## src/hdl/pcm_downmix_linear_resampler_unit_assert.svh

```systemverilog
// ----------------------------------------------------------------------------
// Assertion macros for the downmix resampler
// Clocked on clk and disabled while rst_n is low.
// ----------------------------------------------------------------------------
`ifndef PCM_DOWNMIX_LINEAR_RESAMPLER_UNIT_ASSERT_SVH
`define PCM_DOWNMIX_LINEAR_RESAMPLER_UNIT_ASSERT_SVH

// A condition that holds at every edge out of reset
`define PDLR_ASSERT(lbl, prop, msg) \
  lbl: assert property (@(posedge clk) disable iff (!rst_n) prop) else $error(msg);

// A cause at one edge and its effect at the next
`define PDLR_ASSERT_NEXT(lbl, cause, effect, msg) \
  lbl: assert property (@(posedge clk) disable iff (!rst_n) cause |=> effect) else $error(msg);

`endif

```

## src/hdl/pdlr_pkg.sv

```systemverilog
// ----------------------------------------------------------------------------
// pdlr_pkg
// Shared types and constants of the downmix resampler.
// ----------------------------------------------------------------------------
package pdlr_pkg;

  localparam int SAMPLE_BITS     = 24;
  localparam int PHASE_FRAC_BITS = 16;
  localparam int PHASE_W         = 24;
  localparam int STEP_W          = 24;
  localparam int CHAN_CFG_W      = 4;
  localparam int RAW_W           = 32;
  localparam int REG_IDX_W       = 2;
  localparam int MAX_RESULTS     = 8;
  localparam int QUEUE_DEPTH     = 2;

  localparam logic [PHASE_W-1:0] PHASE_ONE = PHASE_W'(1 << PHASE_FRAC_BITS);
  localparam logic [STEP_W-1:0]  STEP_MIN  =
    STEP_W'(((1 << PHASE_FRAC_BITS) + MAX_RESULTS - 1) / MAX_RESULTS);

  typedef enum logic [1:0] {
    FMT_INT16   = 2'd0,
    FMT_INT24   = 2'd1,
    FMT_INT32   = 2'd2,
    FMT_FLOAT32 = 2'd3
  } fmt_t;

  localparam logic [REG_IDX_W-1:0] REG_SAMPLE_FORMAT = 2'd0;
  localparam logic [REG_IDX_W-1:0] REG_CHANNEL_COUNT = 2'd1;
  localparam logic [REG_IDX_W-1:0] REG_PHASE_STEP    = 2'd2;

  typedef struct packed {
    fmt_t                    sample_format;
    logic [CHAN_CFG_W-1:0]   channel_count;
    logic [STEP_W-1:0]       phase_step;
  } cfg_t;

  localparam cfg_t CFG_RESET = '{
    sample_format: FMT_FLOAT32,
    channel_count: CHAN_CFG_W'(2),
    phase_step:    STEP_W'(196608)
  };

endpackage

```

## src/hdl/pcm_downmix_linear_resampler_unit.sv

```systemverilog
// ----------------------------------------------------------------------------
// pcm_downmix_linear_resampler_unit
// Mono downmix of device frames with linear-interpolation rate conversion.
// ----------------------------------------------------------------------------
//  port group | direction | carries
//  -----------+-----------+----------------------------------------------
//  cfg_       | in        | register write: index, data
//  in_        | in        | one raw channel sample per request
//  out_       | out       | interpolated mono sample, last-of-run flag
//
//  The front takes one sample per cycle while the two-entry frame queue has room.
//  Per closed frame the back runs the serial divider, then steps through ST_MUL
//  and ST_OUT for each output; it takes no new frame until the run is done.
//  An output stall holds the back; the front keeps taking samples until the
//  queue fills. Reset is synchronous and clears history and phase.
// ----------------------------------------------------------------------------
module pcm_downmix_linear_resampler_unit #(
  parameter int MAX_CHANNELS = 8
) (
  input  logic                                    clk,
  input  logic                                    rst_n,
  input  logic                                    cfg_valid,
  output logic                                    cfg_ready,
  input  logic [pdlr_pkg::REG_IDX_W-1:0]          cfg_index,
  input  logic [pdlr_pkg::STEP_W-1:0]             cfg_data,
  input  logic                                    in_valid,
  output logic                                    in_ready,
  input  logic [pdlr_pkg::RAW_W-1:0]              in_raw_sample,
  output logic                                    out_valid,
  input  logic                                    out_ready,
  output logic signed [pdlr_pkg::SAMPLE_BITS-1:0] out_mono_sample,
  output logic                                    out_last_of_run
);

  localparam int ENTRY_W = pdlr_pkg::SAMPLE_BITS + $clog2(MAX_CHANNELS)
                         + $clog2(MAX_CHANNELS + 1) + pdlr_pkg::STEP_W;

  pdlr_pkg::cfg_t     cfg_r;
  logic               push_valid;
  logic               push_ready;
  logic [ENTRY_W-1:0] push_data;
  logic               pop_valid;
  logic               pop_ready;
  logic [ENTRY_W-1:0] pop_data;

  assign cfg_ready = 1'b1;

  always_ff @(posedge clk) begin
    if (!rst_n) begin
      cfg_r <= pdlr_pkg::CFG_RESET;
    end else if (cfg_valid && cfg_ready) begin
      unique case (cfg_index)
        pdlr_pkg::REG_SAMPLE_FORMAT: cfg_r.sample_format <= pdlr_pkg::fmt_t'(cfg_data[1:0]);
        pdlr_pkg::REG_CHANNEL_COUNT:
          cfg_r.channel_count <= cfg_data[pdlr_pkg::CHAN_CFG_W-1:0];
        pdlr_pkg::REG_PHASE_STEP:    cfg_r.phase_step <= cfg_data;
        default: ;
      endcase
    end
  end

  pdlr_front #(
    .MAX_CHANNELS (MAX_CHANNELS)
  ) u_front (
    .clk           (clk),
    .rst_n         (rst_n),
    .cfg           (cfg_r),
    .in_valid      (in_valid),
    .in_ready      (in_ready),
    .in_raw_sample (in_raw_sample),
    .push_valid    (push_valid),
    .push_ready    (push_ready),
    .push_data     (push_data)
  );

  pdlr_queue #(
    .WIDTH (ENTRY_W),
    .DEPTH (pdlr_pkg::QUEUE_DEPTH)
  ) u_queue (
    .clk        (clk),
    .rst_n      (rst_n),
    .push_valid (push_valid),
    .push_ready (push_ready),
    .push_data  (push_data),
    .pop_valid  (pop_valid),
    .pop_ready  (pop_ready),
    .pop_data   (pop_data)
  );

  pdlr_back #(
    .MAX_CHANNELS (MAX_CHANNELS)
  ) u_back (
    .clk             (clk),
    .rst_n           (rst_n),
    .pop_valid       (pop_valid),
    .pop_ready       (pop_ready),
    .pop_data        (pop_data),
    .out_valid       (out_valid),
    .out_ready       (out_ready),
    .out_mono_sample (out_mono_sample),
    .out_last_of_run (out_last_of_run)
  );

endmodule

```

## src/hdl/pdlr_queue.sv

```systemverilog
// ----------------------------------------------------------------------------
// pdlr_queue
// Short queue of closed frames between the front and back ends.
// ----------------------------------------------------------------------------
`include "pcm_downmix_linear_resampler_unit_assert.svh"

module pdlr_queue #(
  parameter int WIDTH = 8,
  parameter int DEPTH = 2
) (
  input  logic             clk,
  input  logic             rst_n,
  input  logic             push_valid,
  output logic             push_ready,
  input  logic [WIDTH-1:0] push_data,
  output logic             pop_valid,
  input  logic             pop_ready,
  output logic [WIDTH-1:0] pop_data
);

  localparam int PTR_W = (DEPTH > 1) ? $clog2(DEPTH) : 1;
  localparam int CNT_W = $clog2(DEPTH + 1);

  logic [WIDTH-1:0] mem_r [DEPTH];
  logic [PTR_W-1:0] wr_ptr_r;
  logic [PTR_W-1:0] rd_ptr_r;
  logic [CNT_W-1:0] cnt_r;
  logic             push_fire;
  logic             pop_fire;

  assign push_ready = (cnt_r != CNT_W'(DEPTH));
  assign pop_valid  = (cnt_r != '0);
  assign pop_data   = mem_r[rd_ptr_r];
  assign push_fire  = push_valid && push_ready;
  assign pop_fire   = pop_valid && pop_ready;

  always_ff @(posedge clk) begin
    if (push_fire) begin
      mem_r[wr_ptr_r] <= push_data;
    end
  end

  always_ff @(posedge clk) begin
    if (!rst_n) begin
      wr_ptr_r <= '0;
      rd_ptr_r <= '0;
      cnt_r    <= '0;
    end else begin
      if (push_fire) begin
        wr_ptr_r <= (wr_ptr_r == PTR_W'(DEPTH - 1)) ? '0 : wr_ptr_r + 1'b1;
      end
      if (pop_fire) begin
        rd_ptr_r <= (rd_ptr_r == PTR_W'(DEPTH - 1)) ? '0 : rd_ptr_r + 1'b1;
      end
      if (push_fire && !pop_fire) begin
        cnt_r <= cnt_r + 1'b1;
      end else if (pop_fire && !push_fire) begin
        cnt_r <= cnt_r - 1'b1;
      end
    end
  end

  `PDLR_ASSERT(a_fill_bound, (cnt_r <= CNT_W'(DEPTH)), "queue fill count above depth")
  `PDLR_ASSERT_NEXT(a_fill_up, (push_fire && !pop_fire), (cnt_r == $past(cnt_r) + 1'b1), "queue fill count missed a push")

endmodule

```

## src/hdl/pdlr_front.sv

```systemverilog
// ----------------------------------------------------------------------------
// pdlr_front
// Converts raw channel samples to Q1.23 and sums the channels of a frame.
// ----------------------------------------------------------------------------
module pdlr_front #(
  parameter int MAX_CHANNELS = 8
) (
  input  logic                          clk,
  input  logic                          rst_n,
  input  pdlr_pkg::cfg_t                cfg,
  input  logic                          in_valid,
  output logic                          in_ready,
  input  logic [pdlr_pkg::RAW_W-1:0]    in_raw_sample,
  output logic                          push_valid,
  input  logic                          push_ready,
  output logic [pdlr_pkg::SAMPLE_BITS + $clog2(MAX_CHANNELS) + $clog2(MAX_CHANNELS + 1)
                + pdlr_pkg::STEP_W - 1:0] push_data
);

  localparam int SB     = pdlr_pkg::SAMPLE_BITS;
  localparam int CNT_W  = $clog2(MAX_CHANNELS + 1);
  localparam int SUM_W  = SB + $clog2(MAX_CHANNELS);
  localparam int STEP_W = pdlr_pkg::STEP_W;
  localparam int MAN_W  = 24;
  localparam logic [7:0] EXP_BIAS = 8'd127;
  localparam logic [7:0] EXP_SPECIAL = 8'hFF;
  localparam logic signed [SB-1:0] FIX_MAX = {1'b0, {(SB-1){1'b1}}};
  localparam logic signed [SB-1:0] FIX_MIN = {1'b1, {(SB-1){1'b0}}};

  function automatic logic signed [SB-1:0] to_fixed(input pdlr_pkg::fmt_t fmt,
                                                   input logic [pdlr_pkg::RAW_W-1:0] raw);
    logic [7:0]              fexp;
    logic [7:0]              fsh;
    logic [MAN_W-1:0]        fman;
    logic [MAN_W-1:0]        fmag;
    logic signed [SB-1:0]    res;
    fexp = raw[30:23];
    fman = {(fexp != 8'd0), raw[22:0]};
    fsh  = EXP_BIAS - fexp;
    fmag = (fsh >= 8'(MAN_W)) ? '0 : (fman >> fsh[4:0]);
    unique case (fmt)
      pdlr_pkg::FMT_INT16: res = {raw[15:0], 8'h00};
      pdlr_pkg::FMT_INT24: res = raw[23:0];
      pdlr_pkg::FMT_INT32: res = raw[31:8];
      pdlr_pkg::FMT_FLOAT32: begin
        if (fexp == EXP_SPECIAL && raw[22:0] != 23'd0) begin
          res = '0;
        end else if (fexp >= EXP_BIAS) begin
          res = raw[31] ? FIX_MIN : FIX_MAX;
        end else begin
          res = raw[31] ? (~fmag + 1'b1) : fmag;
        end
      end
    endcase
    return res;
  endfunction

  logic signed [SUM_W-1:0] sum_r;
  logic [CNT_W-1:0]        idx_r;
  logic signed [SB-1:0]    sample_c;
  logic signed [SUM_W-1:0] sum_nxt;
  logic [CNT_W-1:0]        idx_nxt;
  logic [CNT_W-1:0]        cnt_eff;
  logic [STEP_W-1:0]       step_eff;
  logic                    accept;
  logic                    frame_done;

  assign sample_c = to_fixed(cfg.sample_format, in_raw_sample);
  assign sum_nxt  = sum_r + SUM_W'(sample_c);
  assign idx_nxt  = idx_r + 1'b1;

  // zero channels means one; clamp to what the sum is sized for
  assign cnt_eff  = (cfg.channel_count == '0) ? CNT_W'(1) :
                    (cfg.channel_count > MAX_CHANNELS) ? CNT_W'(MAX_CHANNELS) :
                    CNT_W'(cfg.channel_count);
  // raise a tiny step so that a frame yields a bounded run of outputs
  assign step_eff = (cfg.phase_step < pdlr_pkg::STEP_MIN) ? pdlr_pkg::STEP_MIN :
                    cfg.phase_step;

  assign in_ready   = push_ready;
  assign accept     = in_valid && in_ready;
  assign frame_done = (idx_nxt >= cnt_eff);
  assign push_valid = accept && frame_done;
  assign push_data  = {sum_nxt, cnt_eff, step_eff};

  always_ff @(posedge clk) begin
    if (!rst_n) begin
      sum_r <= '0;
      idx_r <= '0;
    end else if (accept) begin
      if (frame_done) begin
        sum_r <= '0;
        idx_r <= '0;
      end else begin
        sum_r <= sum_nxt;
        idx_r <= idx_nxt;
      end
    end
  end

endmodule

```

## src/hdl/pdlr_back.sv

```systemverilog
// ----------------------------------------------------------------------------
// pdlr_back
// Averages a closed frame and emits its run of interpolated outputs, which may be empty.
// ----------------------------------------------------------------------------
`include "pcm_downmix_linear_resampler_unit_assert.svh"

module pdlr_back #(
  parameter int MAX_CHANNELS = 8
) (
  input  logic                                 clk,
  input  logic                                 rst_n,
  input  logic                                 pop_valid,
  output logic                                 pop_ready,
  input  logic [pdlr_pkg::SAMPLE_BITS + $clog2(MAX_CHANNELS) + $clog2(MAX_CHANNELS + 1)
                + pdlr_pkg::STEP_W - 1:0]      pop_data,
  output logic                                 out_valid,
  input  logic                                 out_ready,
  output logic signed [pdlr_pkg::SAMPLE_BITS-1:0] out_mono_sample,
  output logic                                 out_last_of_run
);

  localparam int SB      = pdlr_pkg::SAMPLE_BITS;
  localparam int CNT_W   = $clog2(MAX_CHANNELS + 1);
  localparam int SUM_W   = SB + $clog2(MAX_CHANNELS);
  localparam int STEP_W  = pdlr_pkg::STEP_W;
  localparam int PH_W    = pdlr_pkg::PHASE_W;
  localparam int FRAC    = pdlr_pkg::PHASE_FRAC_BITS;
  localparam int BIT_W   = $clog2(SUM_W);
  localparam int NRES_W  = $clog2(pdlr_pkg::MAX_RESULTS);
  localparam int PROD_W  = SUM_W + FRAC + 2;
  localparam logic [PH_W:0] ONE_X = (PH_W+1)'(1 << FRAC);

  typedef enum logic [1:0] {
    ST_IDLE,
    ST_DIV,
    ST_MUL,
    ST_OUT
  } state_t;

  state_t                   state_r;
  logic [SUM_W-1:0]         dvd_r;
  logic [CNT_W-1:0]         rem_r;
  logic [CNT_W-1:0]         dvs_r;
  logic                     neg_r;
  logic [BIT_W-1:0]         bit_cnt_r;
  logic [STEP_W-1:0]        step_r;
  logic [SUM_W-1:0]         mono_r;
  logic [SUM_W-1:0]         prev_r;
  logic                     have_prev_r;
  logic [PH_W-1:0]          phase_r;
  logic [NRES_W-1:0]        nres_r;
  logic signed [PROD_W-1:0] prod_r;
  logic [SB-1:0]            out_mono_r;
  logic                     out_last_r;
  logic                     out_valid_r;

  logic signed [SUM_W-1:0]  e_sum;
  logic [CNT_W-1:0]         e_cnt;
  logic [STEP_W-1:0]        e_step;
  logic [SUM_W-1:0]         e_mag;
  logic [CNT_W:0]           rem_sh;
  logic [CNT_W:0]           rem_diff;
  logic                     q_bit;
  logic [CNT_W-1:0]         rem_nxt;
  logic [SUM_W-1:0]         dvd_nxt;
  logic [SUM_W-1:0]         quot;
  logic [SUM_W-1:0]         mono_c;
  logic                     phase_ge_one;
  logic signed [SUM_W:0]    diff_c;
  logic signed [FRAC:0]     frac_c;
  logic signed [PROD_W-1:0] prod_c;
  logic signed [PROD_W-1:0] prod_sh;
  logic [SB-1:0]            interp_c;
  logic [PH_W:0]            phase_sum;
  logic                     sum_ge_one;
  logic [PH_W-1:0]          phase_wrap;
  logic                     last_c;
  logic                     out_free;
  logic                     load_out;

  assign e_sum  = pop_data[STEP_W + CNT_W +: SUM_W];
  assign e_cnt  = pop_data[STEP_W +: CNT_W];
  assign e_step = pop_data[STEP_W-1:0];
  assign e_mag  = e_sum[SUM_W-1] ? (~e_sum + 1'b1) : e_sum;

  // restoring division of the frame magnitude by the channel count
  assign rem_sh   = {rem_r, dvd_r[SUM_W-1]};
  assign rem_diff = rem_sh - {1'b0, dvs_r};
  assign q_bit    = (rem_sh >= {1'b0, dvs_r});
  assign rem_nxt  = q_bit ? rem_diff[CNT_W-1:0] : rem_sh[CNT_W-1:0];
  assign dvd_nxt  = {dvd_r[SUM_W-2:0], q_bit};
  // keep the full quotient: a frame shrunk mid-way can average above full scale
  assign quot     = dvd_nxt;
  assign mono_c   = neg_r ? (~quot + 1'b1) : quot;

  assign phase_ge_one = |phase_r[PH_W-1:FRAC];
  assign diff_c   = $signed({mono_r[SUM_W-1], mono_r}) - $signed({prev_r[SUM_W-1], prev_r});
  assign frac_c   = $signed({1'b0, phase_r[FRAC-1:0]});
  assign prod_c   = diff_c * frac_c;
  assign prod_sh  = prod_r >>> FRAC;
  assign interp_c = prev_r[SB-1:0] + prod_sh[SB-1:0];

  assign phase_sum  = {1'b0, phase_r} + {1'b0, step_r};
  assign sum_ge_one = |phase_sum[PH_W:FRAC];
  assign phase_wrap = sum_ge_one ? PH_W'(phase_sum - ONE_X) : '0;
  assign last_c     = sum_ge_one || (nres_r == NRES_W'(pdlr_pkg::MAX_RESULTS - 1));

  assign out_free  = !out_valid_r || out_ready;
  assign load_out  = (state_r == ST_OUT) && out_free;
  assign pop_ready = (state_r == ST_IDLE);

  assign out_valid       = out_valid_r;
  assign out_mono_sample = out_mono_r;
  assign out_last_of_run = out_last_r;

  always_ff @(posedge clk) begin
    if (!rst_n) begin
      state_r     <= ST_IDLE;
      have_prev_r <= 1'b0;
      prev_r      <= '0;
      phase_r     <= '0;
      out_valid_r <= 1'b0;
    end else begin
      if (out_valid_r && out_ready) begin
        out_valid_r <= 1'b0;
      end
      unique case (state_r)
        ST_IDLE: begin
          if (pop_valid) begin
            neg_r     <= e_sum[SUM_W-1];
            dvd_r     <= e_mag;
            rem_r     <= '0;
            dvs_r     <= e_cnt;
            step_r    <= e_step;
            bit_cnt_r <= BIT_W'(SUM_W - 1);
            state_r   <= ST_DIV;
          end
        end
        ST_DIV: begin
          rem_r     <= rem_nxt;
          dvd_r     <= dvd_nxt;
          bit_cnt_r <= bit_cnt_r - 1'b1;
          if (bit_cnt_r == '0) begin
            if (!have_prev_r) begin
              // first frame only primes the history
              prev_r      <= mono_c;
              have_prev_r <= 1'b1;
              state_r     <= ST_IDLE;
            end else if (phase_ge_one) begin
              phase_r <= phase_r - pdlr_pkg::PHASE_ONE;
              prev_r  <= mono_c;
              state_r <= ST_IDLE;
            end else begin
              mono_r  <= mono_c;
              nres_r  <= '0;
              state_r <= ST_MUL;
            end
          end
        end
        ST_MUL: begin
          prod_r  <= prod_c;
          state_r <= ST_OUT;
        end
        ST_OUT: begin
          if (out_free) begin
            out_mono_r  <= interp_c;
            out_last_r  <= last_c;
            out_valid_r <= 1'b1;
            nres_r      <= nres_r + 1'b1;
            if (last_c) begin
              phase_r <= phase_wrap;
              prev_r  <= mono_r;
              state_r <= ST_IDLE;
            end else begin
              phase_r <= phase_sum[PH_W-1:0];
              state_r <= ST_MUL;
            end
          end
        end
        default: state_r <= ST_IDLE;
      endcase
    end
  end

  `PDLR_ASSERT(a_mul_phase_below_one, ((state_r != ST_MUL) || !phase_ge_one), "phase at one")
  `PDLR_ASSERT_NEXT(a_last_ends_run, (load_out && last_c), (state_r == ST_IDLE), "run not ended")
  `PDLR_ASSERT(a_out_from_emit, (!$rose(out_valid_r) || ($past(state_r) == ST_OUT)), "bad rise")

endmodule

```

## config.mk

```make
export PLATFORM = sky130hd
export DESIGN_NAME = pcm_downmix_linear_resampler_unit
export DESIGN_NICKNAME = d
export VERILOG_FILES = /design/src/hdl/pdlr_pkg.sv /design/src/hdl/pcm_downmix_linear_resampler_unit.sv /design/src/hdl/pdlr_queue.sv /design/src/hdl/pdlr_front.sv /design/src/hdl/pdlr_back.sv
export VERILOG_INCLUDE_DIRS = /design/src /design/src/hdl
export SDC_FILE = /design/constraint.sdc
export NUM_CORES = 2
export LEC_CHECK = 0
export BUFFER_PORTS_ARGS = -buffer_cell sky130_fd_sc_hd__buf_4
export CORE_ASPECT_RATIO = 1.4
export CORE_UTILIZATION = 65
export DETAILED_ROUTE_END_ITERATION = 8
export PLACE_DENSITY = 0.82
export SYNTH_ARGS = -nofsm -noshare
export SYNTH_HDL_FRONTEND = slang
export SYNTH_SLANG_ARGS = --single-unit
```

## constraint.sdc

```tcl
create_clock -name clk -period 12.1 [get_ports clk]
set_input_delay 1.21 -clock clk [delete_from_list [all_inputs] [get_ports clk]]
set_output_delay 1.21 -clock clk [all_outputs]
set_load 0.02 [all_outputs]
```

Word-level counts from Yosys, hierarchy flattened
Memory sizes are Yosys's and may differ from the RTL's. A register that Yosys moved wholly into a read port is not among the register bits.
Index checks and enable logic that the tools add are counted.
- bits in registers: 280
- memory bits (writable): 110
- input bits: 63
- output and inout bits: 28
- logic and storage cells: 169
- memories kept: 1
- memory list (name ; words ; width ; read ports ; clocked after memory_dff ; wr ports ; line ; RTL):
    u_queue.mem_r ; 2 ; 55 ; 1 ; 1 ; 1 ; pdlr_queue.sv:24 ; logic [WIDTH-1:0] mem_r [DEPTH];
- add/subtract/negate cells: 18
- $mul: 1
- $lt $le $gt $ge: 6
- eq/ne operators: 19
- shift operators: 1
- muxes and demuxes: 56
- bitwise operators: 4
- reduce and logical (&&, ||, !) cells: 39
- operators with widths (cell ; number):
    $mux 24 ; 12
    $mux 27 ; 9
    $pmux 27 s2 ; 2
    $pmux 24 s4 ; 1
    $add 27x1->27 const B ; 2
    $not 27->27 ; 2
    $pmux 24 s2 ; 1
    $sub 24x17->24 const B ; 2
    $mul 28x17->40 ; 1
    $sub 27x27->28 ; 1
    $add 27x24->27 ; 1
    $add 24x24->25 ; 1
    $add 24x1->24 const B ; 1
    $add 24x24->24 ; 1
    $lt 24x14->1 const B ; 1
    $not 24->24 ; 1
    $shr 24x5->24 ; 1
    $reduce_bool 23->1 ; 1
    $mux 4 ; 5
    $mux 2 ; 8
    $reduce_and 5->1 ; 3
    $mux 3 ; 4
    $ne 2x1->1 const B ; 6
    $reduce_and 3->1 ; 4
    38 further kinds ; 73

Logic depth before layout (Yosys ltp)
- depth in word-level cells: 11
- gate-level depth with buffers: 38
- mapped depth without buffers: 37

By module
Synthesis repeated with hierarchy kept, for this count alone.
- cell total of the unflattened synthesis: 4004
- area total of the unflattened synthesis: 37800.0 µm²
- modules (own cells, without submodules) (module ; instances ; cells an instance ; area each (µm²) ; sequential area each (µm²)):
    pdlr_back ; 1 ; 2890 ; 26635.5 ; 5425.2
    pdlr_front ; 1 ; 789 ; 5735.5 ; 620.6
    pdlr_queue ; 1 ; 195 ; 4207.8 ; 3403.3
    pcm_downmix_linear_resampler_unit ; 1 ; 130 ; 1221.2 ; 600.6

Worst setup path before layout
No wires, ideal clock.
- path type: register -> register
- start: register u_back.prev_r[1]
- end: register u_back.prod_r[39] (data pin)
- setup time: 0.268 ns
- arrival: 8.347 ns
- data required time: 11.832 ns
- slack: 3.486 ns
- stages on the path, launching flop included: 38
- path buffers: 1
- period minus slack after synthesis: 8.614 ns
- cell sequence: dfxtp_1 > inv_1 > ha_1 > nor2b_1 > o21ai_0 > a2bb2oi_1 > a31oi_1 > a2111o_1 > a21oi_1 > nor2_1 > nor2_1 > o21ai_0 > a21oi_1 > xnor2_1 > clkbuf_1 > and2_1 > fa_1 > inv_1 > [... 2 more ...] > inv_1 > fa_1 > fa_1 > inv_1 > fa_1 > inv_1 > ha_1 > inv_1 > or2_2 > a2111oi_0 > o21ai_0 > a31oi_1 > o21ai_0 > a21boi_0 > o21a_1 > o21a_1 > nor2_1 > xnor3_1
- word-level cells in the longest chain between the ends: 2
- ends and longest elaborated chain (item ; line ; RTL):
    start: declaration ; pdlr_back.sv:48 ; logic [SUM_W-1:0] prev_r;
    start signal: assignment ; pdlr_back.sv:146 ; prev_r <= mono_c;
    start signal: assignment ; pdlr_back.sv:151 ; prev_r <= mono_c;
    start signal: assignment ; pdlr_back.sv:172 ; prev_r <= mono_r;
    $sub 27x27->28 ; pdlr_back.sv:97 ; assign diff_c = $signed({mono_r[SUM_W-1], mono_r}) - $signed({prev_r[SUM_W-1], prev_r});
    $mul 28x17->40 ; pdlr_back.sv:99 ; assign prod_c = diff_c * frac_c;
    via u_back.prod_c[39] ; pdlr_back.sv:71 ; logic signed [PROD_W-1:0] prod_c;
    end signal: assignment ; pdlr_back.sv:161 ; prod_r <= prod_c;
    end: declaration ; pdlr_back.sv:52 ; logic signed [PROD_W-1:0] prod_r;
The timed path passes the listed nets, and every way through them passes these cells.
A chain may end at the register's enable or synchronous reset.

Worst setup path after layout
Ends and elaborated chain as after synthesis.

==> run_summary.xml <==
<?xml version="1.0" encoding="UTF-8"?>
<metrics>
  <group name="drt">
    <metric name="remaining_drc_errors" unit="">0</metric>
    <metric name="viasPerCell" unit="">6.064</metric>
    <metric name="vias" unit="">28193</metric>
    <metric name="post_detailed_route_count_of_antenna_violating_nets" unit="">0</metric>
    <metric name="wl_per_cell" unit="µm">20.21</metric>
    <metric name="detailedRoute.firstPassIterationCount" unit="">5</metric>
    <metric name="routed_wl" unit="mm">93.98</metric>
    <metric name="drt-initial-drc-count" unit="">1687</metric>
  </group>
  <group name="critical_path">
    <metric name="arrival_time_worst_endpoint" unit="ns">10.45</metric>
    <metric name="critical_path_max_stage_delay" unit="ns">0.71</metric>
    <metric name="critical_path_class" unit="">reg -&gt; reg</metric>
    <metric name="worst_setup_ep_type" unit="">flip-flop</metric>
    <metric name="worst-path-buf-inv" unit="">6</metric>
    <metric name="worstPathRequired" unit="ns">12.41</metric>
    <metric name="worst_path_dominant_cell_family" unit="">compound AO/OA/AOI/OAI gates</metric>
    <metric name="reg2reg_setup_slack" unit="ns">1.96</metric>
    <metric name="ff2ff_path_depth" unit="">37</metric>
    <metric name="r2r-end" unit="">u_back.prod_r[39]$_DFFE_PP_</metric>
    <metric name="critPathMostFrequentCell" unit="">sky130_fd_sc_hd__fa_1</metric>
    <metric name="rr_startpoint" unit="">u_back.prev_r[1]$_SDFFE_PN0P_</metric>
    <metric name="cpMaxStageDelayCell" unit="">sky130_fd_sc_hd__a2111oi_0</metric>
    <metric name="cp_max_fo" unit="">16</metric>
    <metric name="crit_path_start_kind" unit="">flip-flop</metric>
  </group>
  <group name="placed_design">
    <metric name="post-dp-hpwl" unit="mm">70.63</metric>
    <metric name="place.port_buffers" unit="">89</metric>
    <metric name="finalWeightedCongestion" unit="">0.9634</metric>
  </group>
  <group name="final_layout">
    <metric name="multi_input_area" unit="µm²">23980</metric>
    <metric name="most-common-layout-cells" unit="">571 x sky130_fd_sc_hd__inv_1, 453 x sky130_fd_sc_hd__nand2_1, 398 x sky130_fd_sc_hd__fa_1, 254 x sky130_fd_sc_hd__edfxtp_1, 226 x sky130_fd_sc_hd__and2_1</metric>
    <metric name="filler_cell_count" unit="">4195</metric>
    <metric name="num-nets-final" unit="">4568</metric>
    <metric name="layout.cells.most_common" unit="">sky130_fd_sc_hd__inv_1</metric>
    <metric name="layout-area-overhead-vs-synth" unit="%">6.979</metric>
    <metric name="drive_gt1_share" unit="%">7.832</metric>
    <metric name="seqCellArea" unit="µm²">10050</metric>
  </group>
  <group name="synth">
    <metric name="async_flop_share" unit="%">0</metric>
    <metric name="ys_seq_elements" unit="">375</metric>
    <metric name="mappedNetlistArea" unit="µm²">36830</metric>
    <metric name="yosysWarningCount" unit="">0</metric>
    <metric name="syn-instance-count" unit="">3899</metric>
    <metric name="yosys.area.top_type_share" unit="%">21.64</metric>
    <metric name="synth_sequential_area_ratio" unit="%">27.29</metric>
    <metric name="synth.avg_cell_area" unit="µm²">9.445</metric>
    <metric name="synth_edf_count" unit="">254</metric>
    <metric name="synthesis.nets" unit="">4575</metric>
    <metric name="ys.flop_type" unit="">sky130_fd_sc_hd__edfxtp_1</metric>
    <metric name="yosys_cell_types" unit="">94</metric>
    <metric name="synth_area_leader_cell" unit="">sky130_fd_sc_hd__fa_1</metric>
    <metric name="synth_area_leaders" unit="">sky130_fd_sc_hd__fa_1 22%, sky130_fd_sc_hd__edfxtp_1 21%, sky130_fd_sc_hd__ha_1 7.3%, sky130_fd_sc_hd__dfxtp_1 6.6%, sky130_fd_sc_hd__inv_1 5.8%</metric>
  </group>
  <group name="floorplan">
    <metric name="fp.dieW" unit="µm">203.2</metric>
    <metric name="rows" unit="">102</metric>
    <metric name="initial_cell_density_of_the_core" unit="%">66.18</metric>
    <metric name="core_region_area" unit="µm²">55640</metric>
    <metric name="dieHeight" unit="µm">283.6</metric>
    <metric name="design.portCount" unit="">91</metric>
    <metric name="design.die.area" unit="µm²">57620</metric>
  </group>
  <group name="clocking">
    <metric name="hold_buffers" unit="">0</metric>
    <metric name="clock_tree_from_tritoncts" unit="">built</metric>
    <metric name="clk_latency" unit="ns">0.57</metric>
    <metric name="cts_sinks" unit="">375</metric>
    <metric name="clkTransAtPathRegs" unit="ns">0.06</metric>
    <metric name="cts_max_path_buffers" unit="">3</metric>
    <metric name="post-cts-setup-buffers" unit="">0</metric>
    <metric name="cts_inserted_buffers" unit="">37</metric>
    <metric name="clk_root_buffer_cell" unit="">sky130_fd_sc_hd__clkbuf_16</metric>
    <metric name="cts_htree_levels" unit="">2</metric>
    <metric name="cts_resized" unit="">0</metric>
  </group>
  <group name="power_and_ir_drop">
    <metric name="power_density_of_the_placed_cells" unit="nW/µm²">103.9</metric>
    <metric name="power.ir.vdd_worst" unit="mV">0.1198</metric>
    <metric name="power_after_layout" unit="mW">4.092</metric>
    <metric name="net-switching-power" unit="mW">1.345</metric>
    <metric name="combinationalPowerShare" unit="%">28.9</metric>
    <metric name="total_leakage_power" unit="nW">17.57</metric>
    <metric name="intPower" unit="mW">2.747</metric>
    <metric name="power.clock.fraction" unit="%">28.8</metric>
    <metric name="seq_power_share" unit="%">42.3</metric>
    <metric name="switching_share" unit="%">32.87</metric>
  </group>
  <group name="sta">
    <metric name="final.setup_skew" unit="ns">0.01813</metric>
    <metric name="max_slew_margin" unit="%">23.72</metric>
    <metric name="timing.final.hold_violations" unit="">0</metric>
    <metric name="final.setup.tns" unit="ns">0</metric>
    <metric name="finish_stage_setup_viols" unit="">0</metric>
    <metric name="hold-worst-slack" unit="ns">0.4515</metric>
    <metric name="setup_repair_after_global_routing_missed_its_margin" unit="">false</metric>
    <metric name="fin_crit_sh" unit="%">83.76</metric>
    <metric name="final-max-slew-violation-count" unit="">0</metric>
    <metric name="max_freq" unit="GHz">0.09866</metric>
    <metric name="layout_min_cycle_time" unit="ns">10.14</metric>
    <metric name="worst_slew_pin_slew" unit="ns">1.139</metric>
  </group>
  <group name="global_routing">
    <metric name="gr-total-overflow" unit="">0</metric>
    <metric name="first_global_vias" unit="">29282</metric>
    <metric name="grt_usage" unit="%">33.63</metric>
    <metric name="grt_antenna_before_repair" unit="">2</metric>
    <metric name="pin_count_of_the_biggest_net_entering_global_routing" unit="">88</metric>
    <metric name="grt_pass1_wl" unit="mm">150.7</metric>
  </group>
  <group name="hold_path">
    <metric name="whs_endpoint" unit="">cfg_r[12]$_SDFFE_PN0P_</metric>
    <metric name="hold_path_startpoint" unit="">cfg_r[12]$_SDFFE_PN0P_</metric>
    <metric name="whs_path_depth" unit="">2</metric>
    <metric name="min-delay-path-class" unit="">reg -&gt; reg</metric>
  </group>
  <group name="outcome">
    <metric name="status" unit="">finished, final reports clean</metric>
  </group>
  <group name="flow_run">
    <metric name="drv.max_cap_violation_count" unit="">0</metric>
  </group>
</metrics>
[tightest hold or removal path: cells and delay by family (launching register included)]
kind	cells	cell delay (ns)
and+or+nand+nor	1	0.05
AOI/OAI and AO/OA	1	0.05
DFF	1	0.30
[power groups by stage]
stage,clock network (mW),registers [mW],logic (mW)
global route,1.24,1.75,1.29
global placement,0,1.75,1.13
floorplan,0,1.73,0.885
finish,1.18,1.73,1.18
CTS,1.20,1.73,1.17
detailed placement,0,1.76,1.16
[cell type report]
type / count / share of cell area [%]
diodes: 1 / 0.006352
clock buffers: 46 / 2.541
clock inverters: 21 / 0.5717
inverters: 577 / 5.501
multi-input cells: 2761 / 60.88
flip-flops and latches: 375 / 25.52
well taps: 728 / 2.312
repair buffers: 140 / 2.668
[how the worst max path moves through the flow]
stage	slack, ns	end	cells past startpoint	start
after global placement	2.30	u_back.prod_r[39]$_DFFE_PP_	37	u_back.prev_r[1]$_SDFFE_PN0P_
after floorplan	3.49	u_back.prod_r[39]$_DFFE_PP_	37	u_back.prev_r[1]$_SDFFE_PN0P_
after detailed placement	2.11	u_back.prod_r[39]$_DFFE_PP_	37	u_back.prev_r[1]$_SDFFE_PN0P_
final	1.96	u_back.prod_r[39]$_DFFE_PP_	37	u_back.prev_r[1]$_SDFFE_PN0P_
after CTS	2.08	u_back.prod_r[39]$_DFFE_PP_	37	u_back.prev_r[1]$_SDFFE_PN0P_
after global routing	1.22	u_back.prod_r[39]$_DFFE_PP_	37	u_back.prev_r[1]$_SDFFE_PN0P_
[layer usage]
metal / up-vias / GRT usage, % / part of all wire (%)
met5: - / 0 / 0.0085
met4: 2 / 25.70 / 8.7
met3: 440 / 4.559 / 6.0
met2: 1166 / 59.92 / 51
met1: 13737 / 35.70 / 34
li1: 12848 / - / -
[synthesized netlist by cell type, drive strengths merged, types with 41 or more instances]
cell type,n
inv,574
nand2,453
fa,398
edfxtp,254
and2,228
ha,215
nor2,210
a21oi,205
clkbuf,167
o21ai,149
xnor2,133
dfxtp,121
mux2i,67
nand3,57
nor2b,55
a21o,50
nor3,46
xor2,45
a22oi,41
[state kept, by name (all words and copies together), names as in the netlist, 5 cells and up, named ones only]
signal                  count
u_back.dvd_r               27
u_back.prod_r              24
u_back.phase_r             24
u_back.prev_r              27
u_queue.mem_r             110
cfg_r                      30
u_front.sum_r              27
u_back.mono_r              27
u_back.step_r              24
u_back.bit_cnt_r            5
u_back.out_mono_sample     24
[stage by stage]
stage	std cells	instance area [µm²]	setup slack [ns]	util, %
after floorplan	3899	36830	3.486	-
final	4649	39400	1.965	70.80
after detailed placement	4581	38170	2.111	68.59
after global placement	4581	38170	2.296	68.59
after CTS	4648	39390	2.076	70.80
after global routing	4649	39400	1.219	70.80
[logic make-up (layout without fill, tap and decap cells)]
logic type | count (synthesis) | count (layout) | synth area share [%]
AO/OA/AOI/OAI | 653 | 653 | 11.31
XOR/XNOR | 179 | 179 | 4.295
adder cells (fa/ha/maj) | 613 | 613 | 28.94
buffers and inverters | 763 | 784 | 7.937
flip-flops | 375 | 375 | 27.29
multiplexers | 130 | 130 | 4.685
other | 1 | 2 | 0.01018
AND/OR/NAND/NOR | 1185 | 1185 | 15.53
Note: power is estimated with default switching activity, not from simulation.
